**src/rtl/ps2md_pkg.sv**
```systemverilog
// ----------------------------------------------------------------------------
// PS/2 mouse packet decoder - shared definitions
// Header bit positions, register map, queue sizing and the packet record
// passed from the byte assembler to the report stage.
// ----------------------------------------------------------------------------
package ps2md_pkg;

    // packet queue depth between assembler and report stage
    localparam int unsigned FIFO_DEPTH = 2;

    // APB register port
    localparam int unsigned APB_AW = 3;
    localparam int unsigned APB_DW = 32;

    // register index (byte address / 4)
    localparam logic [0:0] REG_IDX_WHEEL_MODE = 1'b0;

    // header byte fields
    localparam logic [7:0] HDR_ALWAYS_ONE = 8'h08;
    localparam logic [7:0] HDR_OVERFLOW   = 8'hC0;
    localparam int unsigned HDR_LEFT_BIT   = 0;
    localparam int unsigned HDR_RIGHT_BIT  = 1;
    localparam int unsigned HDR_MIDDLE_BIT = 2;
    localparam int unsigned HDR_XSIGN_BIT  = 4;
    localparam int unsigned HDR_YSIGN_BIT  = 5;

    // one assembled packet
    typedef struct packed {
        logic [7:0] hdr;
        logic [7:0] x;
        logic [7:0] y;
        logic [7:0] wheel;
    } t_pkt;

endpackage

```
**src/rtl/ps2md_rx_if.sv**
```systemverilog
// ----------------------------------------------------------------------------
// PS/2 mouse packet decoder - received byte channel
// Valid/ready channel carrying one byte from the mouse receiver.
// ----------------------------------------------------------------------------
interface ps2md_rx_if;
    logic       valid;
    logic       ready;
    logic [7:0] rx_byte;

    modport source (output valid, output rx_byte, input ready);
    modport sink   (input valid, input rx_byte, output ready);
endinterface

```
**src/rtl/ps2md_rpt_if.sv**
```systemverilog
// ----------------------------------------------------------------------------
// PS/2 mouse packet decoder - report channel
// Valid/ready channel carrying one decoded mouse report.
// ----------------------------------------------------------------------------
interface ps2md_rpt_if;
    logic              valid;
    logic              ready;
    logic              left_button;
    logic              middle_button;
    logic              right_button;
    logic [2:0]        buttons_changed;
    logic signed [8:0] delta_x;
    logic signed [9:0] delta_y;
    logic signed [7:0] delta_wheel;
    logic              moved;
    logic              scrolled;

    modport source (
        output valid, output left_button, output middle_button, output right_button,
        output buttons_changed, output delta_x, output delta_y, output delta_wheel,
        output moved, output scrolled, input ready
    );
    modport sink (
        input valid, input left_button, input middle_button, input right_button,
        input buttons_changed, input delta_x, input delta_y, input delta_wheel,
        input moved, input scrolled, output ready
    );
endinterface

```
**src/rtl/ps2md_front.sv**
```systemverilog
// ----------------------------------------------------------------------------
// PS/2 mouse packet decoder - byte assembler
// Checks header bytes, collects X, Y and wheel bytes, pushes whole packets.
// ----------------------------------------------------------------------------
module ps2md_front (
    input  logic               i_clk,
    input  logic               i_rst_n,
    input  logic               i_wheel_mode,
    ps2md_rx_if.sink           i_rx,
    input  logic               i_q_full,
    output logic               o_q_push,
    output ps2md_pkg::t_pkt    o_q_data
);
    import ps2md_pkg::*;

    typedef enum logic [1:0] {
        POS_HEADER = 2'd0,
        POS_X      = 2'd1,
        POS_Y      = 2'd2,
        POS_WHEEL  = 2'd3
    } t_pos;

    t_pos       r_pos, n_pos;
    logic [7:0] r_hdr, n_hdr;
    logic [7:0] r_x, n_x;
    logic [7:0] r_y, n_y;
    logic       w_accept;
    logic [7:0] w_byte;

    // ready does not look at the byte, only at queue space
    assign i_rx.ready = !i_q_full;
    assign w_accept   = i_rx.valid && i_rx.ready;
    assign w_byte     = i_rx.rx_byte;

    always_comb begin
        n_pos    = r_pos;
        n_hdr    = r_hdr;
        n_x      = r_x;
        n_y      = r_y;
        o_q_push = 1'b0;
        o_q_data = '{hdr: r_hdr, x: r_x, y: r_y, wheel: 8'h00};
        if (w_accept) begin
            unique case (r_pos)
                POS_HEADER: begin
                    if (((w_byte & HDR_ALWAYS_ONE) != 8'h00) &&
                        ((w_byte & HDR_OVERFLOW) == 8'h00)) begin
                        n_hdr = w_byte;
                        n_pos = POS_X;
                    end
                end
                POS_X: begin
                    n_x   = w_byte;
                    n_pos = POS_Y;
                end
                POS_Y: begin
                    n_y = w_byte;
                    if (i_wheel_mode) begin
                        n_pos = POS_WHEEL;
                    end else begin
                        o_q_push   = 1'b1;
                        o_q_data.y = w_byte;
                        n_pos      = POS_HEADER;
                    end
                end
                POS_WHEEL: begin
                    o_q_push = 1'b1;
                    n_pos    = POS_HEADER;
                    if (i_wheel_mode) begin
                        o_q_data.wheel = w_byte;
                    end else begin
                        // mode dropped mid-packet: this byte is the Y byte
                        n_y        = w_byte;
                        o_q_data.y = w_byte;
                    end
                end
                default: n_pos = POS_HEADER;
            endcase
        end
    end

    always_ff @(posedge i_clk) begin
        if (!i_rst_n) begin
            r_pos <= POS_HEADER;
        end else begin
            r_pos <= n_pos;
        end
        r_hdr <= n_hdr;
        r_x   <= n_x;
        r_y   <= n_y;
    end

endmodule

```
**src/rtl/ps2md_fifo.sv**
```systemverilog
// ----------------------------------------------------------------------------
// PS/2 mouse packet decoder - packet queue
// Small FIFO of assembled packets between assembler and report stage.
// ----------------------------------------------------------------------------
module ps2md_fifo #(
    parameter int unsigned DEPTH = ps2md_pkg::FIFO_DEPTH
) (
    input  logic               i_clk,
    input  logic               i_rst_n,
    input  logic               i_push,
    input  ps2md_pkg::t_pkt    i_data,
    input  logic               i_pop,
    output logic               o_full,
    output logic               o_valid,
    output ps2md_pkg::t_pkt    o_data
);
    import ps2md_pkg::*;

    localparam int unsigned PW = (DEPTH > 1) ? $clog2(DEPTH) : 1;
    localparam int unsigned CW = $clog2(DEPTH + 1);

    t_pkt          r_mem [DEPTH];
    logic [PW-1:0] r_wr_ptr, n_wr_ptr;
    logic [PW-1:0] r_rd_ptr, n_rd_ptr;
    logic [CW-1:0] r_count, n_count;
    logic          w_push, w_pop;

    assign o_full  = (r_count == CW'(DEPTH));
    assign o_valid = (r_count != '0);
    assign o_data  = r_mem[r_rd_ptr];
    assign w_push  = i_push && !o_full;
    assign w_pop   = i_pop && o_valid;

    always_comb begin
        n_wr_ptr = r_wr_ptr;
        n_rd_ptr = r_rd_ptr;
        n_count  = r_count;
        if (w_push) begin
            n_wr_ptr = (r_wr_ptr == PW'(DEPTH - 1)) ? '0 : r_wr_ptr + PW'(1);
        end
        if (w_pop) begin
            n_rd_ptr = (r_rd_ptr == PW'(DEPTH - 1)) ? '0 : r_rd_ptr + PW'(1);
        end
        if (w_push && !w_pop) begin
            n_count = r_count + CW'(1);
        end else if (w_pop && !w_push) begin
            n_count = r_count - CW'(1);
        end
    end

    always_ff @(posedge i_clk) begin
        if (!i_rst_n) begin
            r_wr_ptr <= '0;
            r_rd_ptr <= '0;
            r_count  <= '0;
        end else begin
            r_wr_ptr <= n_wr_ptr;
            r_rd_ptr <= n_rd_ptr;
            r_count  <= n_count;
        end
    end

    always_ff @(posedge i_clk) begin
        if (w_push) begin
            r_mem[r_wr_ptr] <= i_data;
        end
    end

endmodule

```
**src/rtl/ps2md_back.sv**
```systemverilog
// ----------------------------------------------------------------------------
// PS/2 mouse packet decoder - report stage
// Turns a packet into a report and holds it in the output register.
// ----------------------------------------------------------------------------
module ps2md_back (
    input  logic               i_clk,
    input  logic               i_rst_n,
    input  logic               i_q_valid,
    input  ps2md_pkg::t_pkt    i_q_data,
    output logic               o_q_pop,
    ps2md_rpt_if.source        o_rpt
);
    import ps2md_pkg::*;

    logic              r_valid;
    logic [2:0]        r_last_btn;
    logic [2:0]        r_btn, n_btn;
    logic [2:0]        r_changed, n_changed;
    logic signed [8:0] r_dx, n_dx;
    logic [9:0]        r_dy, n_dy;
    logic signed [7:0] r_dw, n_dw;
    logic              r_moved, n_moved;
    logic              r_scrolled, n_scrolled;
    logic              w_ysign;

    // load a new report when the register is empty or being drained
    assign o_q_pop = i_q_valid && (!r_valid || o_rpt.ready);
    assign w_ysign = i_q_data.hdr[HDR_YSIGN_BIT];

    always_comb begin
        n_btn      = {i_q_data.hdr[HDR_RIGHT_BIT], i_q_data.hdr[HDR_MIDDLE_BIT],
                      i_q_data.hdr[HDR_LEFT_BIT]};
        n_changed  = n_btn ^ r_last_btn;
        n_moved    = (i_q_data.x != 8'h00) || (i_q_data.y != 8'h00);
        n_dx       = n_moved ? $signed({i_q_data.hdr[HDR_XSIGN_BIT], i_q_data.x}) : '0;
        // negate the sign-extended nine-bit Y so that down is positive
        n_dy       = n_moved ? (10'd0 - {w_ysign, w_ysign, i_q_data.y}) : '0;
        n_dw       = $signed(i_q_data.wheel);
        n_scrolled = (i_q_data.wheel != 8'h00);
    end

    always_ff @(posedge i_clk) begin
        if (!i_rst_n) begin
            r_valid    <= 1'b0;
            r_last_btn <= '0;
        end else begin
            if (o_q_pop) begin
                r_valid    <= 1'b1;
                r_last_btn <= n_btn;
            end else if (o_rpt.ready) begin
                r_valid <= 1'b0;
            end
        end
    end

    always_ff @(posedge i_clk) begin
        if (o_q_pop) begin
            r_btn      <= n_btn;
            r_changed  <= n_changed;
            r_dx       <= n_dx;
            r_dy       <= n_dy;
            r_dw       <= n_dw;
            r_moved    <= n_moved;
            r_scrolled <= n_scrolled;
        end
    end

    assign o_rpt.valid           = r_valid;
    assign o_rpt.left_button     = r_btn[0];
    assign o_rpt.middle_button   = r_btn[1];
    assign o_rpt.right_button    = r_btn[2];
    assign o_rpt.buttons_changed = r_changed;
    assign o_rpt.delta_x         = r_dx;
    assign o_rpt.delta_y         = $signed(r_dy);
    assign o_rpt.delta_wheel     = r_dw;
    assign o_rpt.moved           = r_moved;
    assign o_rpt.scrolled        = r_scrolled;

endmodule

```
**src/rtl/ps2_mouse_packet_decoder_unit.sv**
```systemverilog
// ----------------------------------------------------------------------------
// PS/2 mouse packet decoder - top level
// Byte assembler, packet queue and report stage behind an APB register port.
// ----------------------------------------------------------------------------
// Usage:
//   i_rx  : one received mouse byte per transfer (valid/ready).
//   o_rpt : one decoded report per complete packet (valid/ready).
//   APB   : register 0 (byte address 0) is wheel_mode, bit 0. Write it only
//           while no packet is in flight. pready is tied high.
// Throughput: one byte per cycle. i_rx.ready is low only while the packet
//   queue is full, so a byte is taken even while a report waits on o_rpt.
// A packet is written into the queue when its last byte is transferred;
//   its report is built as it leaves the queue and shows on o_rpt from
//   the output register, loaded once that register is empty or drained.
// Header bytes without bit 3 or with an overflow bit set are dropped
//   without a report. Three-byte packets, or four with wheel_mode = 1.
// Reset (synchronous, active low) empties the queue, drops any partial
//   packet, drops a pending report, clears button history and wheel_mode.
// When the receiver stalls o_rpt, the report holds; the queue keeps
//   absorbing up to QUEUE_DEPTH further packets before i_rx.ready drops.
// ----------------------------------------------------------------------------
module ps2_mouse_packet_decoder_unit #(
    parameter int unsigned QUEUE_DEPTH = ps2md_pkg::FIFO_DEPTH
) (
    input  logic                          i_clk,
    input  logic                          i_rst_n,
    ps2md_rx_if.sink                      i_rx,
    ps2md_rpt_if.source                   o_rpt,
    input  logic                          psel,
    input  logic                          penable,
    input  logic                          pwrite,
    input  logic [ps2md_pkg::APB_AW-1:0]  paddr,
    input  logic [ps2md_pkg::APB_DW-1:0]  pwdata,
    output logic [ps2md_pkg::APB_DW-1:0]  prdata,
    output logic                          pready
);
    import ps2md_pkg::*;

    logic       r_wheel_mode;
    logic [0:0] w_reg_idx;
    logic       w_q_full;
    logic       w_q_push;
    t_pkt       w_q_wdata;
    logic       w_q_valid;
    logic       w_q_pop;
    t_pkt       w_q_rdata;

    // register index is the word address; low two bits are byte lanes
    assign w_reg_idx = paddr[APB_AW-1 -: 1];
    assign pready    = 1'b1;
    assign prdata    = (w_reg_idx == REG_IDX_WHEEL_MODE) ?
                       {{(APB_DW-1){1'b0}}, r_wheel_mode} : '0;

    always_ff @(posedge i_clk) begin
        if (!i_rst_n) begin
            r_wheel_mode <= 1'b0;
        end else if (psel && penable && pwrite && pready &&
                     (w_reg_idx == REG_IDX_WHEEL_MODE)) begin
            r_wheel_mode <= pwdata[0];
        end
    end

    // front: header check and byte collection
    ps2md_front u_front (
        .i_clk        (i_clk),
        .i_rst_n      (i_rst_n),
        .i_wheel_mode (r_wheel_mode),
        .i_rx         (i_rx),
        .i_q_full     (w_q_full),
        .o_q_push     (w_q_push),
        .o_q_data     (w_q_wdata)
    );

    // decouples byte intake from report backpressure
    ps2md_fifo #(
        .DEPTH (QUEUE_DEPTH)
    ) u_fifo (
        .i_clk   (i_clk),
        .i_rst_n (i_rst_n),
        .i_push  (w_q_push),
        .i_data  (w_q_wdata),
        .i_pop   (w_q_pop),
        .o_full  (w_q_full),
        .o_valid (w_q_valid),
        .o_data  (w_q_rdata)
    );

    // back: report build, button history, output register
    ps2md_back u_back (
        .i_clk     (i_clk),
        .i_rst_n   (i_rst_n),
        .i_q_valid (w_q_valid),
        .i_q_data  (w_q_rdata),
        .o_q_pop   (w_q_pop),
        .o_rpt     (o_rpt)
    );

endmodule

```
**src/flat_wrapper.sv**
```systemverilog
// flat-port wrapper written by rule: the top's interface ports become plain ports
module ps2_mouse_packet_decoder_unit_flat import ps2md_pkg::*;
#(
    parameter int unsigned QUEUE_DEPTH = ps2md_pkg::FIFO_DEPTH
)
  (i_clk, i_rst_n, psel, penable, pwrite, paddr, pwdata, prdata, pready, i_rx_valid, i_rx_rx_byte, i_rx_ready, o_rpt_valid, o_rpt_left_button, o_rpt_middle_button, o_rpt_right_button, o_rpt_buttons_changed, o_rpt_delta_x, o_rpt_delta_y, o_rpt_delta_wheel, o_rpt_moved, o_rpt_scrolled, o_rpt_ready);
  ps2md_rx_if i_rx_i ();
  ps2md_rpt_if o_rpt_i ();
  input  logic i_clk;
  input  logic i_rst_n;
  input  logic psel;
  input  logic penable;
  input  logic pwrite;
  input  logic [ps2md_pkg::APB_AW-1:0] paddr;
  input  logic [ps2md_pkg::APB_DW-1:0] pwdata;
  output logic [ps2md_pkg::APB_DW-1:0] prdata;
  output logic pready;
  input wire logic [$bits(i_rx_i.valid)-1:0] i_rx_valid;
  input wire logic [$bits(i_rx_i.rx_byte)-1:0] i_rx_rx_byte;
  output wire logic [$bits(i_rx_i.ready)-1:0] i_rx_ready;
  output wire logic [$bits(o_rpt_i.valid)-1:0] o_rpt_valid;
  output wire logic [$bits(o_rpt_i.left_button)-1:0] o_rpt_left_button;
  output wire logic [$bits(o_rpt_i.middle_button)-1:0] o_rpt_middle_button;
  output wire logic [$bits(o_rpt_i.right_button)-1:0] o_rpt_right_button;
  output wire logic [$bits(o_rpt_i.buttons_changed)-1:0] o_rpt_buttons_changed;
  output wire logic [$bits(o_rpt_i.delta_x)-1:0] o_rpt_delta_x;
  output wire logic [$bits(o_rpt_i.delta_y)-1:0] o_rpt_delta_y;
  output wire logic [$bits(o_rpt_i.delta_wheel)-1:0] o_rpt_delta_wheel;
  output wire logic [$bits(o_rpt_i.moved)-1:0] o_rpt_moved;
  output wire logic [$bits(o_rpt_i.scrolled)-1:0] o_rpt_scrolled;
  input wire logic [$bits(o_rpt_i.ready)-1:0] o_rpt_ready;
  assign i_rx_i.valid = i_rx_valid;
  assign i_rx_i.rx_byte = i_rx_rx_byte;
  assign i_rx_ready = i_rx_i.ready;
  assign o_rpt_valid = o_rpt_i.valid;
  assign o_rpt_left_button = o_rpt_i.left_button;
  assign o_rpt_middle_button = o_rpt_i.middle_button;
  assign o_rpt_right_button = o_rpt_i.right_button;
  assign o_rpt_buttons_changed = o_rpt_i.buttons_changed;
  assign o_rpt_delta_x = o_rpt_i.delta_x;
  assign o_rpt_delta_y = o_rpt_i.delta_y;
  assign o_rpt_delta_wheel = o_rpt_i.delta_wheel;
  assign o_rpt_moved = o_rpt_i.moved;
  assign o_rpt_scrolled = o_rpt_i.scrolled;
  assign o_rpt_i.ready = o_rpt_ready;
  ps2_mouse_packet_decoder_unit #(.QUEUE_DEPTH(QUEUE_DEPTH)) u_core (.i_clk(i_clk), .i_rst_n(i_rst_n), .i_rx(i_rx_i), .o_rpt(o_rpt_i), .psel(psel), .penable(penable), .pwrite(pwrite), .paddr(paddr), .pwdata(pwdata), .prdata(prdata), .pready(pready));
endmodule
```
**config.mk**
```make
export PLATFORM = sky130hd
export DESIGN_NAME = ps2_mouse_packet_decoder_unit_flat
export DESIGN_NICKNAME = d
export VERILOG_FILES = /design/src/rtl/ps2md_pkg.sv /design/src/rtl/ps2md_rx_if.sv /design/src/rtl/ps2md_rpt_if.sv /design/src/rtl/ps2md_front.sv /design/src/rtl/ps2md_fifo.sv /design/src/rtl/ps2md_back.sv /design/src/rtl/ps2_mouse_packet_decoder_unit.sv /design/src/flat_wrapper.sv
export SDC_FILE = /design/constraint.sdc
export NUM_CORES = 1
export LEC_CHECK = 0
export ABC_AREA = 0
export BUFFER_PORTS_ARGS = -buffer_cell sky130_fd_sc_hd__buf_4
export CORE_MARGIN = 2
export CORE_UTILIZATION = 58
export DETAILED_ROUTE_END_ITERATION = 6
export GPL_TIMING_DRIVEN = 0
export PLACE_DENSITY = 0.9
export SLEW_MARGIN = 10
export SYNTH_ARGS = -nofsm -noshare
export SYNTH_HDL_FRONTEND = slang
export SYNTH_SLANG_ARGS = --single-unit
```
**constraint.sdc**
```tcl
create_clock -name i_clk -period 8.59 [get_ports i_clk]
set_clock_uncertainty 0.1 [all_clocks]
set_input_delay 0 -clock i_clk [delete_from_list [all_inputs] [get_ports i_clk]]
set_output_delay 0 -clock i_clk [all_outputs]
set_load 0.05 [all_outputs]
```
==> flow_summary_export.csv <==
group,metric,value,unit
status,status,"finished, final reports clean",
setup_path,critPathKind,"reg2reg",
synth,ys_seq_area_share,70.95,%
sta,relSlewSlack,40.47,%
layout,area_delta_synth_final,27.67,%
min_path,hold_end,"u_core.u_front.r_x[6]$_DFFE_PP_",
cts,htreeDepth,4,
power_and_ir_drop,power_per_cell_area,336.4,nW/um^2
synth,yosysWarnings,0,
cts,clk_latency,0.54,ns
sta,max_freq,384.8,MHz
sta,setup_violations,0,
cts,post_cts_resized,0,
layout,final_cell_count_no_fill,556,
setup_path,critPathBufInv,3,
placement,gp_congestion,0.8665,
synth,yosysUniqueCellTypes,45,
sta,post-route-period-util,30.26,%
setup_path,critPathCaptureType,"flop",
job,cap_violations,0,
min_path,hold_start,"i_rx_rx_byte[6]",
detailed_routing,dr.pass1.iters,4,
detailed_routing,drt-total-wl,9.852,mm
global_routing,grt_pass1_vias,2877,
setup_path,crit_arrival,2.76,ns
cts,cts_tree,"yes",
sta,hold_viol,0,
global_routing,grt_max_degree,35,
synth,yosysTopAreaCell,"edfxtp_1",
global_routing,grt_usage,21.71,%
placement,dpl.hpwl,6.122,mm
power_and_ir_drop,irDropWorstVdd,270.5,uV
setup_path,slowest_stage,"dfxtp_1",
cts,path_clk_slew,0.06,ns
placement,place_inst,510,
min_path,hold_class,"in2reg",
global_routing,antenna_found_initial,0,
cts,cts_buffers,17,
synth,synth.most_common_cell,"edfxtp_1",
floorplan,die_h,98.36,microns
sta,whs,0.1391,ns
power_and_ir_drop,total_leakage_power,2.554,nW
floorplan,die-area,9674,sq um
placement,port_buffers,54,
min_path,holdPathStages,2,
sta,setup_tns,0,ns
floorplan,core-area,8678,sq um
synth,async_flop_share,0,%
detailed_routing,drtAntennaViolNets,0,
synth,synth_area_per_cell,16.29,sq um
cts,cts_buffer_depth,2,
setup_path,cpMostUsedCell,"buf_6",
setup_path,crit_family,"buffers and inverters",
layout,n_fill_cell,486,
global_routing,grt_overflow,0,
detailed_routing,avgRoutedWirePerCell,17.72,microns
sta,drv_slew,0,
sta,worstMarginPinSlew,0.8908,ns
setup_path,crit_chain,"buf_6 -> buf_6 -> buf_2 -> mux2i_1 -> ha_1 -> nand2_1 -> o31ai_1 -> o211ai_1",
synth,yosys_most_used_dff,"edfxtp_1",
setup_path,critical_path_required,8.75,ns
cts,clock-sinks,126,
setup_path,r2r-end,"u_core.u_back.o_rpt.delta_y[7]$_SDFFCE_PN0P_",
sta,min_period,2.599,ns
global_routing,grt_first_pass_wirelength,15.35,mm
sta,rsz0062_at_grt,"false",
setup_path,cp_max_fo,10,
setup_path,critPathMaxStageDelay,0.39,ns
layout,drive_above_1_share,37.28,%
synth,ys_ff_latch,126,
detailed_routing,routed_via_density,5.329,
setup_path,critPathLaunchType,"flop",
cts,cts_root_buf,"clkbuf_8",
synth,synth_edf_count,114,
synth,syn_inst,317,
synth,synth_area,5164,sq um
layout,final_nets,487,
synth,synth_area_leaders,"edfxtp_1, mux2_2, buf_4",
floorplan,start_util,59.50,%
detailed_routing,vias,2963,
setup_path,r2r_slack,5.99,ns
detailed_routing,drt-initial-drc-count,172,
floorplan,die-width,98.36,microns
floorplan,rows,34,
layout,insertedDiodeCount,0,
synth,netlist.area_leader.share,66.30,%
detailed_routing,drc_errors,0,
setup_path,r2r_cells,8,
floorplan,ios,120,
synth,synth.cells.most_frequent,"edfxtp_1, mux2_2, buf_4",
[final cells by class]
class	instances	area [sq um]	share of cell area (%)
Tap cell	108	135.1	2.050
Multi-Input combinational cell	180	1334	20.23
Clock buffer	20	489.2	7.421
Sequential cell	126	3664	55.57
Inverter	3	11.26	0.1708
Buffer	38	284.0	4.308
Timing Repair Buffer	69	565.5	8.578
Clock inverter	12	110.1	1.670
[how the worst max path moves through the flow]
stage | cells past startpoint | to | startpoint
after floorplan | 6 | u_core.u_fifo.r_count[1]$_SDFFE_PN0P_ | u_core.u_back.o_rpt.valid$_SDFFE_PN0P_
after global placement | 6 | u_core.u_fifo.r_count[1]$_SDFFE_PN0P_ | u_core.u_fifo.r_count[0]$_SDFFE_PN0P_
after detailed placement | 8 | u_core.u_back.o_rpt.delta_y[3]$_SDFFCE_PN0P_ | flop
after CTS | 8 | u_core.u_back.o_rpt.delta_y[7]$_SDFFCE_PN0P_ | flop
after global routing | 8 | u_core.u_back.o_rpt.delta_y[7]$_SDFFCE_PN0P_ | flop
final | 8 | u_core.u_back.o_rpt.delta_y[7]$_SDFFCE_PN0P_ | flop
[cells in the final DEF (no fill, tap or decap), types with 4 or more instances in the layout]
cell	instances
clkbuf_16	19
conb_1	32
mux2i_1	10
edfxtp_1	114
or3_1	7
o211a_1	4
clkinv_4	4
dlygate4sd3_1	14
mux2_2	36
dfxtp_1	12
nor3_1	5
buf_4	87
nor2b_1	5
and2_1	12
inv_6	4
xor2_1	7
nand2_1	7
nor2_1	10
[per-stage QoR]
step / area (sq um) / total power [mW] / util (%) / worst slack [ns]
after floorplan: 5276 / 1.333 / - / 5.034
after global placement: 5817 / 1.476 / 67.03 / 4.718
after detailed placement: 5853 / 1.518 / 67.45 / 6.067
after CTS: 6593 / 2.224 / 75.97 / 6.015
after global routing: 6593 / 2.286 / 75.97 / 5.815
final: 6593 / 2.218 / 75.97 / 5.991
[routing by layer]
metal / global-route usage, % / vias to the layer above / part of all wire (%)
li1: - / 1369 / -
met1: 25.89 / 1446 / 39
met2: 35.27 / 133 / 53
met3: 6.800 / 15 / 6.2
met4: 11.91 / 0 / 1.6
met5: 0 / - / 0
[sequential cells by signal, summed over array words and instances, names as in the netlist, 2 cells and up, named ones only]
signal,count
u_core.u_back.o_rpt.delta_wheel,8
u_core.u_front.r_x,8
u_core.u_back.o_rpt.buttons_changed,3
u_core.u_back.r_last_btn,3
u_core.u_fifo.r_mem,58
u_core.u_front.r_hdr,5
u_core.u_back.r_btn,3
u_core.u_back.o_rpt.delta_x,9
u_core.u_back.o_rpt.delta_y,10
u_core.u_front.r_y,8
u_core.u_front.r_pos,2
u_core.u_fifo.r_count,2
[cells by family (layout without fill, tap and decap cells)]
kind of cell,Yosys count,after routing,synth area share (%)
flip-flops,126,126,70.95
AND/OR/NAND/NOR,67,67,7.560
multiplexers,48,48,10.35
buffers and inverters,41,142,5.718
AO/OA/AOI/OAI,22,22,3.271
XOR/XNOR,9,9,1.527
adder cells (fa/ha/maj),2,2,0.4845
other,2,32,0.1454
[what timing repair did]
item	in CTS	in global routing
setup endpoints to repair	0	0
hold buffers	14	0
endpoints found under the hold margin	72	0
setup buffers	0	0
[power by group]
group          leakage (nW)  internal, mW  switching, mW  total (mW)
sequential             1.15         0.794         0.0350       0.829
combinational          1.11         0.225          0.459       0.685
clock                 0.299         0.418          0.286       0.704
No activity file was read; power rests on OpenSTA's default activity.
